==> src/design/tlv_pkg.sv <==
// ----------------------------------------------------------------------------
// TLV stream validator package
// Shared types, codes and sizes for the parser, event queue and output stage.
// ----------------------------------------------------------------------------
package tlv_pkg;

  localparam int LEN_BITS     = 32;
  localparam int HEADER_BYTES = 32;
  localparam int ENTRY_BYTES  = 16;
  localparam int ENTRY_SHIFT  = $clog2(ENTRY_BYTES);
  localparam int TYPE_COUNT   = 64;

  // power of two, at least 2
  localparam int QUEUE_DEPTH = 4;
  localparam int QPTR_W      = $clog2(QUEUE_DEPTH);
  localparam int QCNT_W      = $clog2(QUEUE_DEPTH + 1);

  typedef logic [LEN_BITS-1:0] len_t;

  localparam logic [4:0] IDX_TYPE_END  = 5'd7;
  localparam logic [4:0] IDX_COUNT_END = 5'd15;
  localparam logic [4:0] IDX_RSVD_END  = 5'd23;
  localparam logic [4:0] IDX_HDR_END   = 5'(HEADER_BYTES - 1);
  localparam logic [4:0] IDX_FIELD_END = 5'd7;
  localparam logic [4:0] IDX_ENT_END   = 5'(ENTRY_BYTES - 1);

  typedef enum logic [1:0] {
    CFG_TYPE_LIMIT   = 2'd0,
    CFG_FIELD_LIMIT  = 2'd1,
    CFG_PROCESS_MASK = 2'd2
  } cfg_index_t;

  typedef enum logic [2:0] {
    PH_HDR,
    PH_ENT,
    PH_DATA,
    PH_SKIP,
    PH_DISCARD
  } phase_t;

  typedef enum logic [1:0] {
    KIND_HDR   = 2'd0,
    KIND_ENTRY = 2'd1,
    KIND_DATA  = 2'd2,
    KIND_END   = 2'd3
  } kind_t;

  typedef enum logic [2:0] {
    ST_OK         = 3'd0,
    ST_BAD_TYPE   = 3'd1,
    ST_RESERVED   = 3'd2,
    ST_TRUNCATED  = 3'd3,
    ST_MANY       = 3'd4,
    ST_OVERRUN    = 3'd5,
    ST_EXCESS     = 3'd6,
    ST_BAD_FIELD  = 3'd7
  } status_t;

  typedef struct packed {
    kind_t       kind;
    logic [15:0] ident;
    logic [31:0] amount;
    logic [7:0]  out_byte;
    logic        processed;
    status_t     status;
    logic        last;
  } tlv_event_t;

  typedef struct packed {
    logic [1:0] num;
    tlv_event_t ev0;
    tlv_event_t ev1;
  } tlv_push_t;

endpackage

==> src/design/tlv_parse.sv <==
// ----------------------------------------------------------------------------
// TLV parser front end
// Holds the configuration, walks headers, entries and bodies one byte at a
// time and produces zero, one or two events per accepted byte.
// ----------------------------------------------------------------------------
module tlv_front (
  input  logic                 clk,
  input  logic                 rst,
  input  logic                 cfg_we,
  input  logic [1:0]           cfg_index,
  input  logic [63:0]          cfg_data,
  input  logic                 take,
  input  logic [7:0]           in_byte,
  input  logic                 end_of_blob,
  output tlv_pkg::tlv_push_t   push
);

  tlv_pkg::phase_t  phase, phase_next;
  logic [4:0]       byte_index, byte_index_next;
  tlv_pkg::status_t pend, pend_next;
  logic [63:0]      word_shift, word_shift_next;
  logic [5:0]       record_type, record_type_next;
  tlv_pkg::len_t    entry_count_held, entry_count_held_next;
  tlv_pkg::len_t    record_left, record_left_next;
  tlv_pkg::len_t    entries_left, entries_left_next;
  logic [15:0]      entry_field_held, entry_field_held_next;
  tlv_pkg::len_t    entry_left, entry_left_next;

  logic [6:0]       type_limit;
  logic [15:0]      field_limit;
  logic [63:0]      process_mask;

  logic [63:0]          ws;
  logic [6:0]           type_lim;
  logic                 proc;
  logic                 do_fail;
  logic                 run_after;
  tlv_pkg::status_t     fail_code;
  logic [1:0]           num;
  tlv_pkg::tlv_event_t  ev [2];

  function automatic tlv_pkg::tlv_event_t mk_event(
    input tlv_pkg::kind_t   k,
    input logic [15:0]      id,
    input logic [31:0]      amt,
    input logic [7:0]       b,
    input logic             p,
    input tlv_pkg::status_t st
  );
    tlv_pkg::tlv_event_t e;
    e.kind      = k;
    e.ident     = id;
    e.amount    = amt;
    e.out_byte  = b;
    e.processed = p;
    e.status    = st;
    e.last      = (k == tlv_pkg::KIND_END);
    return e;
  endfunction

  always_ff @(posedge clk) begin
    if (rst) begin
      type_limit   <= 7'd1;
      field_limit  <= 16'd1;
      process_mask <= '1;
    end else if (cfg_we) begin
      case (cfg_index)
        tlv_pkg::CFG_TYPE_LIMIT:   type_limit   <= cfg_data[6:0];
        tlv_pkg::CFG_FIELD_LIMIT:  field_limit  <= cfg_data[15:0];
        tlv_pkg::CFG_PROCESS_MASK: process_mask <= cfg_data;
        default: ;
      endcase
    end
  end

  always_ff @(posedge clk) begin
    if (rst) begin
      phase            <= tlv_pkg::PH_HDR;
      byte_index       <= '0;
      pend             <= tlv_pkg::ST_OK;
      word_shift       <= '0;
      record_type      <= '0;
      entry_count_held <= '0;
      record_left      <= '0;
      entries_left     <= '0;
      entry_field_held <= '0;
      entry_left       <= '0;
    end else if (take) begin
      phase            <= phase_next;
      byte_index       <= byte_index_next;
      pend             <= pend_next;
      word_shift       <= word_shift_next;
      record_type      <= record_type_next;
      entry_count_held <= entry_count_held_next;
      record_left      <= record_left_next;
      entries_left     <= entries_left_next;
      entry_field_held <= entry_field_held_next;
      entry_left       <= entry_left_next;
    end
  end

  always_comb begin
    phase_next            = phase;
    byte_index_next       = byte_index;
    pend_next             = pend;
    word_shift_next       = word_shift;
    record_type_next      = record_type;
    entry_count_held_next = entry_count_held;
    record_left_next      = record_left;
    entries_left_next     = entries_left;
    entry_field_held_next = entry_field_held;
    entry_left_next       = entry_left;

    ws        = {word_shift[55:0], in_byte};
    type_lim  = (type_limit > 7'(tlv_pkg::TYPE_COUNT)) ? 7'(tlv_pkg::TYPE_COUNT) : type_limit;
    proc      = process_mask[record_type];
    do_fail   = 1'b0;
    run_after = 1'b0;
    fail_code = tlv_pkg::ST_OK;
    num       = 2'd0;
    ev[0]     = '0;
    ev[1]     = '0;

    unique case (phase)
      tlv_pkg::PH_HDR: begin
        word_shift_next = ws;
        byte_index_next = byte_index + 5'd1;
        if (byte_index == tlv_pkg::IDX_TYPE_END) begin
          if (ws >= 64'(type_lim)) begin
            pend_next = tlv_pkg::ST_BAD_TYPE;
          end else begin
            record_type_next = ws[5:0];
          end
        end else if (byte_index == tlv_pkg::IDX_COUNT_END) begin
          entry_count_held_next = ((ws >> tlv_pkg::LEN_BITS) != 64'd0) ? '1 :
                                  tlv_pkg::len_t'(ws);
        end else if (byte_index == tlv_pkg::IDX_RSVD_END) begin
          if (ws != 64'd0 && pend == tlv_pkg::ST_OK) begin
            pend_next = tlv_pkg::ST_RESERVED;
          end
        end else if (byte_index == tlv_pkg::IDX_HDR_END) begin
          byte_index_next = '0;
          if (pend != tlv_pkg::ST_OK) begin
            do_fail   = 1'b1;
            fail_code = pend;
          end else if ((ws >> tlv_pkg::LEN_BITS) != 64'd0 ||
                       (end_of_blob && ws != 64'd0)) begin
            do_fail   = 1'b1;
            fail_code = tlv_pkg::ST_TRUNCATED;
          end else begin
            ev[num[0]] = mk_event(tlv_pkg::KIND_HDR, 16'(record_type),
                                  32'(entry_count_held), 8'd0, proc, tlv_pkg::ST_OK);
            num = num + 2'd1;
            record_left_next = tlv_pkg::len_t'(ws);
            if (proc) begin
              if (entry_count_held > (record_left_next >> tlv_pkg::ENTRY_SHIFT)) begin
                do_fail   = 1'b1;
                fail_code = tlv_pkg::ST_MANY;
              end else begin
                entries_left_next = entry_count_held;
                run_after         = 1'b1;
              end
            end else begin
              phase_next = (record_left_next != '0) ? tlv_pkg::PH_SKIP : tlv_pkg::PH_HDR;
            end
          end
        end
      end
      tlv_pkg::PH_ENT: begin
        record_left_next = record_left - tlv_pkg::len_t'(1);
        word_shift_next  = ws;
        byte_index_next  = byte_index + 5'd1;
        if (byte_index == tlv_pkg::IDX_FIELD_END) begin
          if (ws >= 64'(field_limit)) begin
            pend_next = tlv_pkg::ST_BAD_FIELD;
          end else begin
            entry_field_held_next = ws[15:0];
          end
        end else if (byte_index == tlv_pkg::IDX_ENT_END) begin
          byte_index_next = '0;
          if (pend != tlv_pkg::ST_OK) begin
            do_fail   = 1'b1;
            fail_code = pend;
          end else if (ws > 64'(record_left_next)) begin
            do_fail   = 1'b1;
            fail_code = tlv_pkg::ST_OVERRUN;
          end else begin
            ev[num[0]] = mk_event(tlv_pkg::KIND_ENTRY, entry_field_held, 32'(ws),
                                  8'd0, 1'b0, tlv_pkg::ST_OK);
            num = num + 2'd1;
            entries_left_next = entries_left - tlv_pkg::len_t'(1);
            if (ws == 64'd0) begin
              run_after = 1'b1;
            end else begin
              entry_left_next = tlv_pkg::len_t'(ws);
              phase_next      = tlv_pkg::PH_DATA;
            end
          end
        end
      end
      tlv_pkg::PH_DATA: begin
        ev[num[0]] = mk_event(tlv_pkg::KIND_DATA, entry_field_held, 32'd0, in_byte,
                              1'b0, tlv_pkg::ST_OK);
        num = num + 2'd1;
        entry_left_next  = entry_left - tlv_pkg::len_t'(1);
        record_left_next = record_left - tlv_pkg::len_t'(1);
        if (entry_left_next == '0) begin
          run_after = 1'b1;
        end
      end
      tlv_pkg::PH_SKIP: begin
        record_left_next = record_left - tlv_pkg::len_t'(1);
        if (record_left_next == '0) begin
          phase_next = tlv_pkg::PH_HDR;
        end
      end
      tlv_pkg::PH_DISCARD: ;
      default: begin
        phase_next = tlv_pkg::PH_HDR;
      end
    endcase

    // after a header or an entry: first or next entry, end of record, or error
    if (run_after) begin
      if (entries_left_next == '0) begin
        if (record_left_next == '0) begin
          phase_next = tlv_pkg::PH_HDR;
        end else begin
          do_fail   = 1'b1;
          fail_code = tlv_pkg::ST_EXCESS;
        end
      end else if (record_left_next < tlv_pkg::len_t'(tlv_pkg::ENTRY_BYTES)) begin
        do_fail   = 1'b1;
        fail_code = tlv_pkg::ST_OVERRUN;
      end else begin
        phase_next      = tlv_pkg::PH_ENT;
        byte_index_next = '0;
      end
    end

    if (do_fail) begin
      ev[num[0]] = mk_event(tlv_pkg::KIND_END, 16'd0, 32'd0, 8'd0, 1'b0, fail_code);
      num = num + 2'd1;
      if (end_of_blob) begin
        phase_next      = tlv_pkg::PH_HDR;
        byte_index_next = '0;
        pend_next       = tlv_pkg::ST_OK;
      end else begin
        phase_next = tlv_pkg::PH_DISCARD;
      end
    end else if (end_of_blob) begin
      if (phase != tlv_pkg::PH_DISCARD) begin
        ev[num[0]] = mk_event(tlv_pkg::KIND_END, 16'd0, 32'd0, 8'd0, 1'b0,
                              (phase_next == tlv_pkg::PH_HDR && byte_index_next == '0) ?
                              tlv_pkg::ST_OK : tlv_pkg::ST_TRUNCATED);
        num = num + 2'd1;
      end
      phase_next      = tlv_pkg::PH_HDR;
      byte_index_next = '0;
      pend_next       = tlv_pkg::ST_OK;
    end

    push.num = num;
    push.ev0 = ev[0];
    push.ev1 = ev[1];
  end

endmodule

==> src/design/tlv_evq.sv <==
// ----------------------------------------------------------------------------
// TLV event queue
// Small queue between parser and output stage: takes up to two events per
// cycle, gives one per cycle while the output stage pops.
// ----------------------------------------------------------------------------
module tlv_evq (
  input  logic                  clk,
  input  logic                  rst,
  input  logic                  push_en,
  input  tlv_pkg::tlv_push_t    push,
  input  logic                  pop,
  output logic                  full,
  output logic                  not_empty,
  output tlv_pkg::tlv_event_t   head
);

  tlv_pkg::tlv_event_t         slots [tlv_pkg::QUEUE_DEPTH];
  logic [tlv_pkg::QPTR_W-1:0]  wr_ptr, rd_ptr;
  logic [tlv_pkg::QCNT_W-1:0]  count;
  logic [1:0]                  n_in;

  assign n_in      = push_en ? push.num : 2'd0;
  assign full      = count > tlv_pkg::QCNT_W'(tlv_pkg::QUEUE_DEPTH - 2);
  assign not_empty = count != '0;
  assign head      = slots[rd_ptr];

  always_ff @(posedge clk) begin
    if (n_in != 2'd0) begin
      slots[wr_ptr] <= push.ev0;
    end
    if (n_in == 2'd2) begin
      slots[wr_ptr + tlv_pkg::QPTR_W'(1)] <= push.ev1;
    end
  end

  always_ff @(posedge clk) begin
    if (rst) begin
      wr_ptr <= '0;
      rd_ptr <= '0;
      count  <= '0;
    end else begin
      wr_ptr <= wr_ptr + tlv_pkg::QPTR_W'(n_in);
      rd_ptr <= rd_ptr + tlv_pkg::QPTR_W'(pop);
      count  <= count + tlv_pkg::QCNT_W'(n_in) - tlv_pkg::QCNT_W'(pop);
    end
  end

endmodule

==> src/design/tlv_emit.sv <==
// ----------------------------------------------------------------------------
// TLV output stage
// Pulls events from the queue into the result register and holds them
// while the consumer stalls.
// ----------------------------------------------------------------------------
module tlv_emit (
  input  logic                 clk,
  input  logic                 rst,
  input  logic                 not_empty,
  input  tlv_pkg::tlv_event_t  head,
  output logic                 pop,
  output logic                 result_valid,
  input  logic                 result_stall,
  output logic [1:0]           kind,
  output logic [15:0]          ident,
  output logic [31:0]          amount,
  output logic [7:0]           out_byte,
  output logic                 processed,
  output logic [2:0]           status,
  output logic                 last
);

  tlv_pkg::tlv_event_t held;

  assign pop = not_empty && (!result_valid || !result_stall);

  always_ff @(posedge clk) begin
    if (rst) begin
      result_valid <= 1'b0;
    end else if (!result_valid || !result_stall) begin
      result_valid <= not_empty;
    end
  end

  always_ff @(posedge clk) begin
    if (pop) begin
      held <= head;
    end
  end

  assign kind      = held.kind;
  assign ident     = held.ident;
  assign amount    = held.amount;
  assign out_byte  = held.out_byte;
  assign processed = held.processed;
  assign status    = held.status;
  assign last      = held.last;

endmodule

==> src/design/tlv_stream_validator_unit.sv <==
// ----------------------------------------------------------------------------
// TLV stream validator
// Checks a byte stream of type-length-value records and reports header,
// entry, data-byte and end-of-blob events.
// ----------------------------------------------------------------------------
// Channel  Handshake            Payload
// item     item_valid/stall     in_byte, end_of_blob
// result   result_valid/stall   kind, ident, amount, out_byte, processed,
//                               status, last
// cfg      cfg_valid/ready      cfg_index, cfg_data
//
// One byte is accepted per cycle while item_stall is low; the parser finishes
// each byte in that cycle. Results leave one per cycle through the output
// register while result_stall is low; extra results wait in a 4-entry queue.
// item_stall rises while the queue has fewer than two free slots.
// Reset is synchronous: parser waits for a record header, queue and output
// are empty, type_limit = 1, field_limit = 1, process_mask all ones.
// cfg_ready is always high.
// ----------------------------------------------------------------------------
module tlv_stream_validator_unit (
  input  logic        clk,
  input  logic        rst,
  input  logic        item_valid,
  output logic        item_stall,
  input  logic [7:0]  in_byte,
  input  logic        end_of_blob,
  output logic        result_valid,
  input  logic        result_stall,
  output logic [1:0]  kind,
  output logic [15:0] ident,
  output logic [31:0] amount,
  output logic [7:0]  out_byte,
  output logic        processed,
  output logic [2:0]  status,
  output logic        last,
  input  logic        cfg_valid,
  output logic        cfg_ready,
  input  logic [1:0]  cfg_index,
  input  logic [63:0] cfg_data
);

  tlv_pkg::tlv_push_t  push;
  tlv_pkg::tlv_event_t head;
  logic                take;
  logic                q_full;
  logic                q_not_empty;
  logic                pop;

  assign cfg_ready  = 1'b1;
  assign item_stall = q_full;
  assign take       = item_valid && !q_full;

  tlv_front u_parse (
    .clk         (clk),
    .rst         (rst),
    .cfg_we      (cfg_valid && cfg_ready),
    .cfg_index   (cfg_index),
    .cfg_data    (cfg_data),
    .take        (take),
    .in_byte     (in_byte),
    .end_of_blob (end_of_blob),
    .push        (push)
  );

  tlv_evq u_evq (
    .clk       (clk),
    .rst       (rst),
    .push_en   (take),
    .push      (push),
    .pop       (pop),
    .full      (q_full),
    .not_empty (q_not_empty),
    .head      (head)
  );

  tlv_emit u_emit (
    .clk          (clk),
    .rst          (rst),
    .not_empty    (q_not_empty),
    .head         (head),
    .pop          (pop),
    .result_valid (result_valid),
    .result_stall (result_stall),
    .kind         (kind),
    .ident        (ident),
    .amount       (amount),
    .out_byte     (out_byte),
    .processed    (processed),
    .status       (status),
    .last         (last)
  );

endmodule

==> config.mk <==
export PLATFORM = sky130hd
export DESIGN_NAME = tlv_stream_validator_unit
export DESIGN_NICKNAME = d
export VERILOG_FILES = /design/src/design/tlv_pkg.sv /design/src/design/tlv_parse.sv /design/src/design/tlv_evq.sv /design/src/design/tlv_emit.sv /design/src/design/tlv_stream_validator_unit.sv
export SDC_FILE = /design/constraint.sdc
export NUM_CORES = 1
export LEC_CHECK = 0
export ABC_AREA = 1
export BUFFER_PORTS_ARGS = -buffer_cell sky130_fd_sc_hd__buf_4
export CAP_MARGIN = 10
export CORE_ASPECT_RATIO = 0.6
export CORE_UTILIZATION = 30
export CTS_BUF_LIST = sky130_fd_sc_hd__clkbuf_8
export CTS_CLUSTER_SIZE = 14
export DETAILED_ROUTE_END_ITERATION = 8
export GPL_ROUTABILITY_DRIVEN = 0
export MAX_ROUTING_LAYER = met4
export PLACE_DENSITY = 0.5
export RECOVER_POWER = 50
export SYNTH_ARGS = -nofsm -noshare
export SYNTH_HDL_FRONTEND = slang
export SYNTH_HIERARCHICAL = 1
export SYNTH_SLANG_ARGS = --single-unit
==> constraint.sdc <==
create_clock -name clk -period 9.6 [get_ports clk]
set_input_delay 0.96 -clock clk [delete_from_list [all_inputs] [get_ports clk]]
set_output_delay 0.96 -clock clk [all_outputs]
set_load 0.03 [all_outputs]
==> flow_summary.ini <==
[run_status]
run_status = finished with violations
violations = capacitance limit, slew limit

[yosys]
synthesis.yosys.warnings = 6
ys_seq_elements = 627
post_synth_xor_area_fraction_pct = 1.186
synth_fa_ha_area_share_pct = 3.483
yosys.area_share.simple_pct = 22.08
synth.avg_cell_area_um2 = 7.648
cell_type_contributing_the_most_total_cell_area_after_synthesis = edfxtp_1
synth-async-reset-ratio_pct = 0
main_combinational_cell_family_by_area_after_synthesis = simple AND/OR/NAND/NOR gates
yosys.area.top_type_share_pct = 27.26
synth_cell_types = 60
synth_compound_area_share_pct = 18.36
netlist_top_cells_area = edfxtp_1 (27%), dfxtp_1 (18%), o21ai_0 (11%)
post_synth_edffs = 315
synthMuxAreaShare_pct = 0.03245
synth_area_um2 = 34700
synth.yosys.seq_area_share_pct = 45.26
syn-instance-count = 4537
synth_flop_cell = edfxtp_1

[global_routing]
initial_antenna_violation_count = 7
grt_pass1_wl_mm = 184.0
grt_remaining_overflow = 0
grt.total_usage_pct = 21.23
grt_pass1_vias = 28304
grt_max_degree = 140

[floorplan]
floorplan.die_area_um2 = 117100
dieWidth_um = 441.1
coreArea_um2 = 114500
initial_utilization_pct = 30.31
dieHeight_um = 265.4
top_level_ports = 146
row_count = 96

[timing]
drv_slew = 762
setup_viol_count_final = 0
skew_ps = 58.69
tns_ps = 0
grt_setup_unrepaired = false
hold_viol = 0
final.min_clock_period_ps = 8861
fmax_mhz = 112.9
timing_worst_slew_pin_value_ps = 5016
min_period_over_period_pct = 92.30
hold_ws_ps = 332.8
max-slew-margin-rel_pct = -236.2

[drt]
wl_per_cell_um = 19.81
route.detailed.vias_per_inst = 5.089
finalWirelength_mm = 122.8
vias = 31542
antenna_violating_nets_post_route = 0
drt_first_pass_iters = 8
remaining_drc_errors = 0
drtIter0Drc = 3414

[clock_network]
cts.htree.levels = 3
clock_transition_at_the_registers_of_the_reported_paths_ps = 60
cts-root-to-sink-buffers = 3
clkLatencyLatePin_ps = 840
tritoncts_clock_tree = built
postCtsSetupRepairBufs = 0
cts_inserted_buffers = 104
holdBufCountCts = 0
clk_root_buffer_cell = clkbuf_8
cts.sinks = 627
post_cts_resize_count = 0

[critical_path]
cpPeakStageDelay_ps = 4700
worst-setup-path-type = in -> reg
timing.critical_path.from_type = input pin
arrival_ps = 9540
regToRegEndpoint = u_evq/slots[1][60]
path_cells = clkbuf_1 > clkinvlp_2 > clkbuf_2 > o21ai_0 > a21oi_1
reg2reg_from = u_parse/record_left[0]
top_fanout_value_on_the_critical_path = 139
worstSetupStartpoint = rst
timing.critical_path.slowest_stage_cell = clkinvlp_2
r2r_setup_slack_ps = 1030
critPathRequiredTime_ps = 10280
rr_worst_depth = 35
cp-endpoint = u_parse/entry_field_held[0]
worst_setup_path_end_kind = flip-flop

[power_and_ir_drop]
ir_drop_mv = 0.09139
power-per-cell-area_nw_per_um2 = 218.0
p_leak_nw = 15.48

[place]
hpwl_mm = 82.69
place.port_buffers = 144

[layout]
layout-drive-gt1-share_pct = 7.528
final_net_count = 4764
synthesis_to_layout_area_growth_pct = 11.15
fin_util_pct = 33.69

[min_path]
worst_hold_path_type = in -> reg

[job]
cap_viol_max_count = 12
==> how the worst min path moves through the flow <==
stage / startpoint / end / slack [ps] / depth (start not counted)
CTS: cfg_data[23] / u_parse/process_mask[23] / 260 / 3
global placement: u_parse/process_mask[2] / u_parse/process_mask[2] / 430 / 2
floorplan: u_parse/process_mask[10] / u_parse/process_mask[10] / 420 / 2
finish: cfg_data[62] / u_parse/process_mask[62] / 330 / 3
global route: cfg_data[52] / u_parse/process_mask[52] / 270 / 3
detailed placement: u_parse/process_mask[58] / u_parse/process_mask[58] / 440 / 2
==> per-layer routing <==
| metal | vias to the layer above | routed length [um] | global-route usage, % |
|---|---|---|---|
| li1 | 15350 | - | - |
| met5 | - | 0 | - |
| met2 | 1237 | 47470 | 27.59 |
| met1 | 14810 | 60610 | 32.12 |
| met4 | 0 | 1699 | 3.647 |
| met3 | 145 | 13020 | 5.954 |
==> layout make-up <==
| class | instances | area [um2] |
|---|---|---|
| fill | 12212 | 75900 |
| multi-input combinational | 3208 | 15940 |
| sequential | 627 | 15710 |
| tap | 1519 | 1901 |
| inverter | 442 | 1663 |
| clock buffer | 120 | 1652 |
| timing repair buffer | 205 | 1271 |
| clock inverter | 74 | 435.4 |
| antenna | 3 | 7.507 |
==> cell usage after synthesis (8+ instances only) <==
library cell  instances
o211ai_1             26
nand2_2              13
nor2_1              532
nand2_1             863
nand3_1             206
nor3_1               45
buf_1                 8
buf_4                63
ha_1                 95
o21ai_0             732
edfxtp_1            315
buf_2                26
inv_1               421
buf_6                24
dfxtp_1             312
o22ai_1              35
a31oi_1              52
nor4_1               26
a21oi_1             236
nand4_1              67
a211oi_1             18
xor2_1               44
nand3_2              10
nor2_2                8
o221ai_1             18
clkbuf_1            193
o21ai_1              62
clkinv_1              9
inv_2                12
==> flip-flops by register name, indices dropped and copies added, names as in the netlist, 3 cells and up <==
signal / count
u_evq/slots: 252
u_parse/process_mask: 64
u_parse/word_shift: 56
u_emit/amount: 32
u_parse/entries_left: 32
u_parse/entry_count_held: 32
u_parse/entry_left: 32
u_parse/record_left: 32
u_emit/ident: 16
u_parse/entry_field_held: 16
u_parse/field_limit: 16
u_emit/out_byte: 8
u_parse/type_limit: 7
u_parse/record_type: 6
u_parse/byte_index: 5
u_emit/status: 3
u_evq/count: 3
u_parse/pend: 3
u_parse/phase: 3
==> logic make-up after synthesis <==
kind of cell               after synthesis
xor gates and xnor gates                47
other                                    2
AOI/OAI and AO/OA                     1201
DFF                                    627
and+or+nand+nor                       1805
muxes                                    1
adders and majority gates               96
buffers and inverters                  758
==> layout by cell type, fill, tap and decap left out, types with 57 or more instances in the layout <==
cell type / Yosys / final
clkbuf_1: 193 / 74
ha_1: 95 / 95
inv_1: 421 / 459
edfxtp_1: 315 / 315
dfxtp_1: 312 / 312
nand2_1: 863 / 860
nor2_1: 532 / 531
nand3_1: 206 / 208
clkbuf_8: 0 / 120
a21oi_1: 236 / 236
nand4_1: 67 / 67
o21ai_0: 732 / 737
o21ai_1: 62 / 57
buf_4: 63 / 129
conb_1: 2 / 58
==> per-stage QoR <==
stage | power (mW) | cells | setup slack (ps) | cell area [um2]
after floorplan | 5.115 | 4593 | 2671 | 34910
after CTS | 8.568 | 6195 | 1259 | 38890
final | 8.408 | 6198 | 739.2 | 38570
after global routing | 8.893 | 6197 | 279.9 | 38570
after global placement | 6.084 | 6001 | 1407 | 36800
after detailed placement | 6.084 | 6001 | 1289 | 36800
==> power breakdown <==
part           total (mW)  switching [mW]  internal, mW
clock network        2.46            1.23          1.23
logic                2.51            1.86         0.650
registers            3.44           0.215          3.22
total                8.41            3.30          5.10
==> critical path, delay by kind of cell <==
family | cells | cell delay (ps)
AO/OA/AOI/OAI | 2 | 650
buffers and inverters | 3 | 7770
Power figures use the tool's default switching activity.
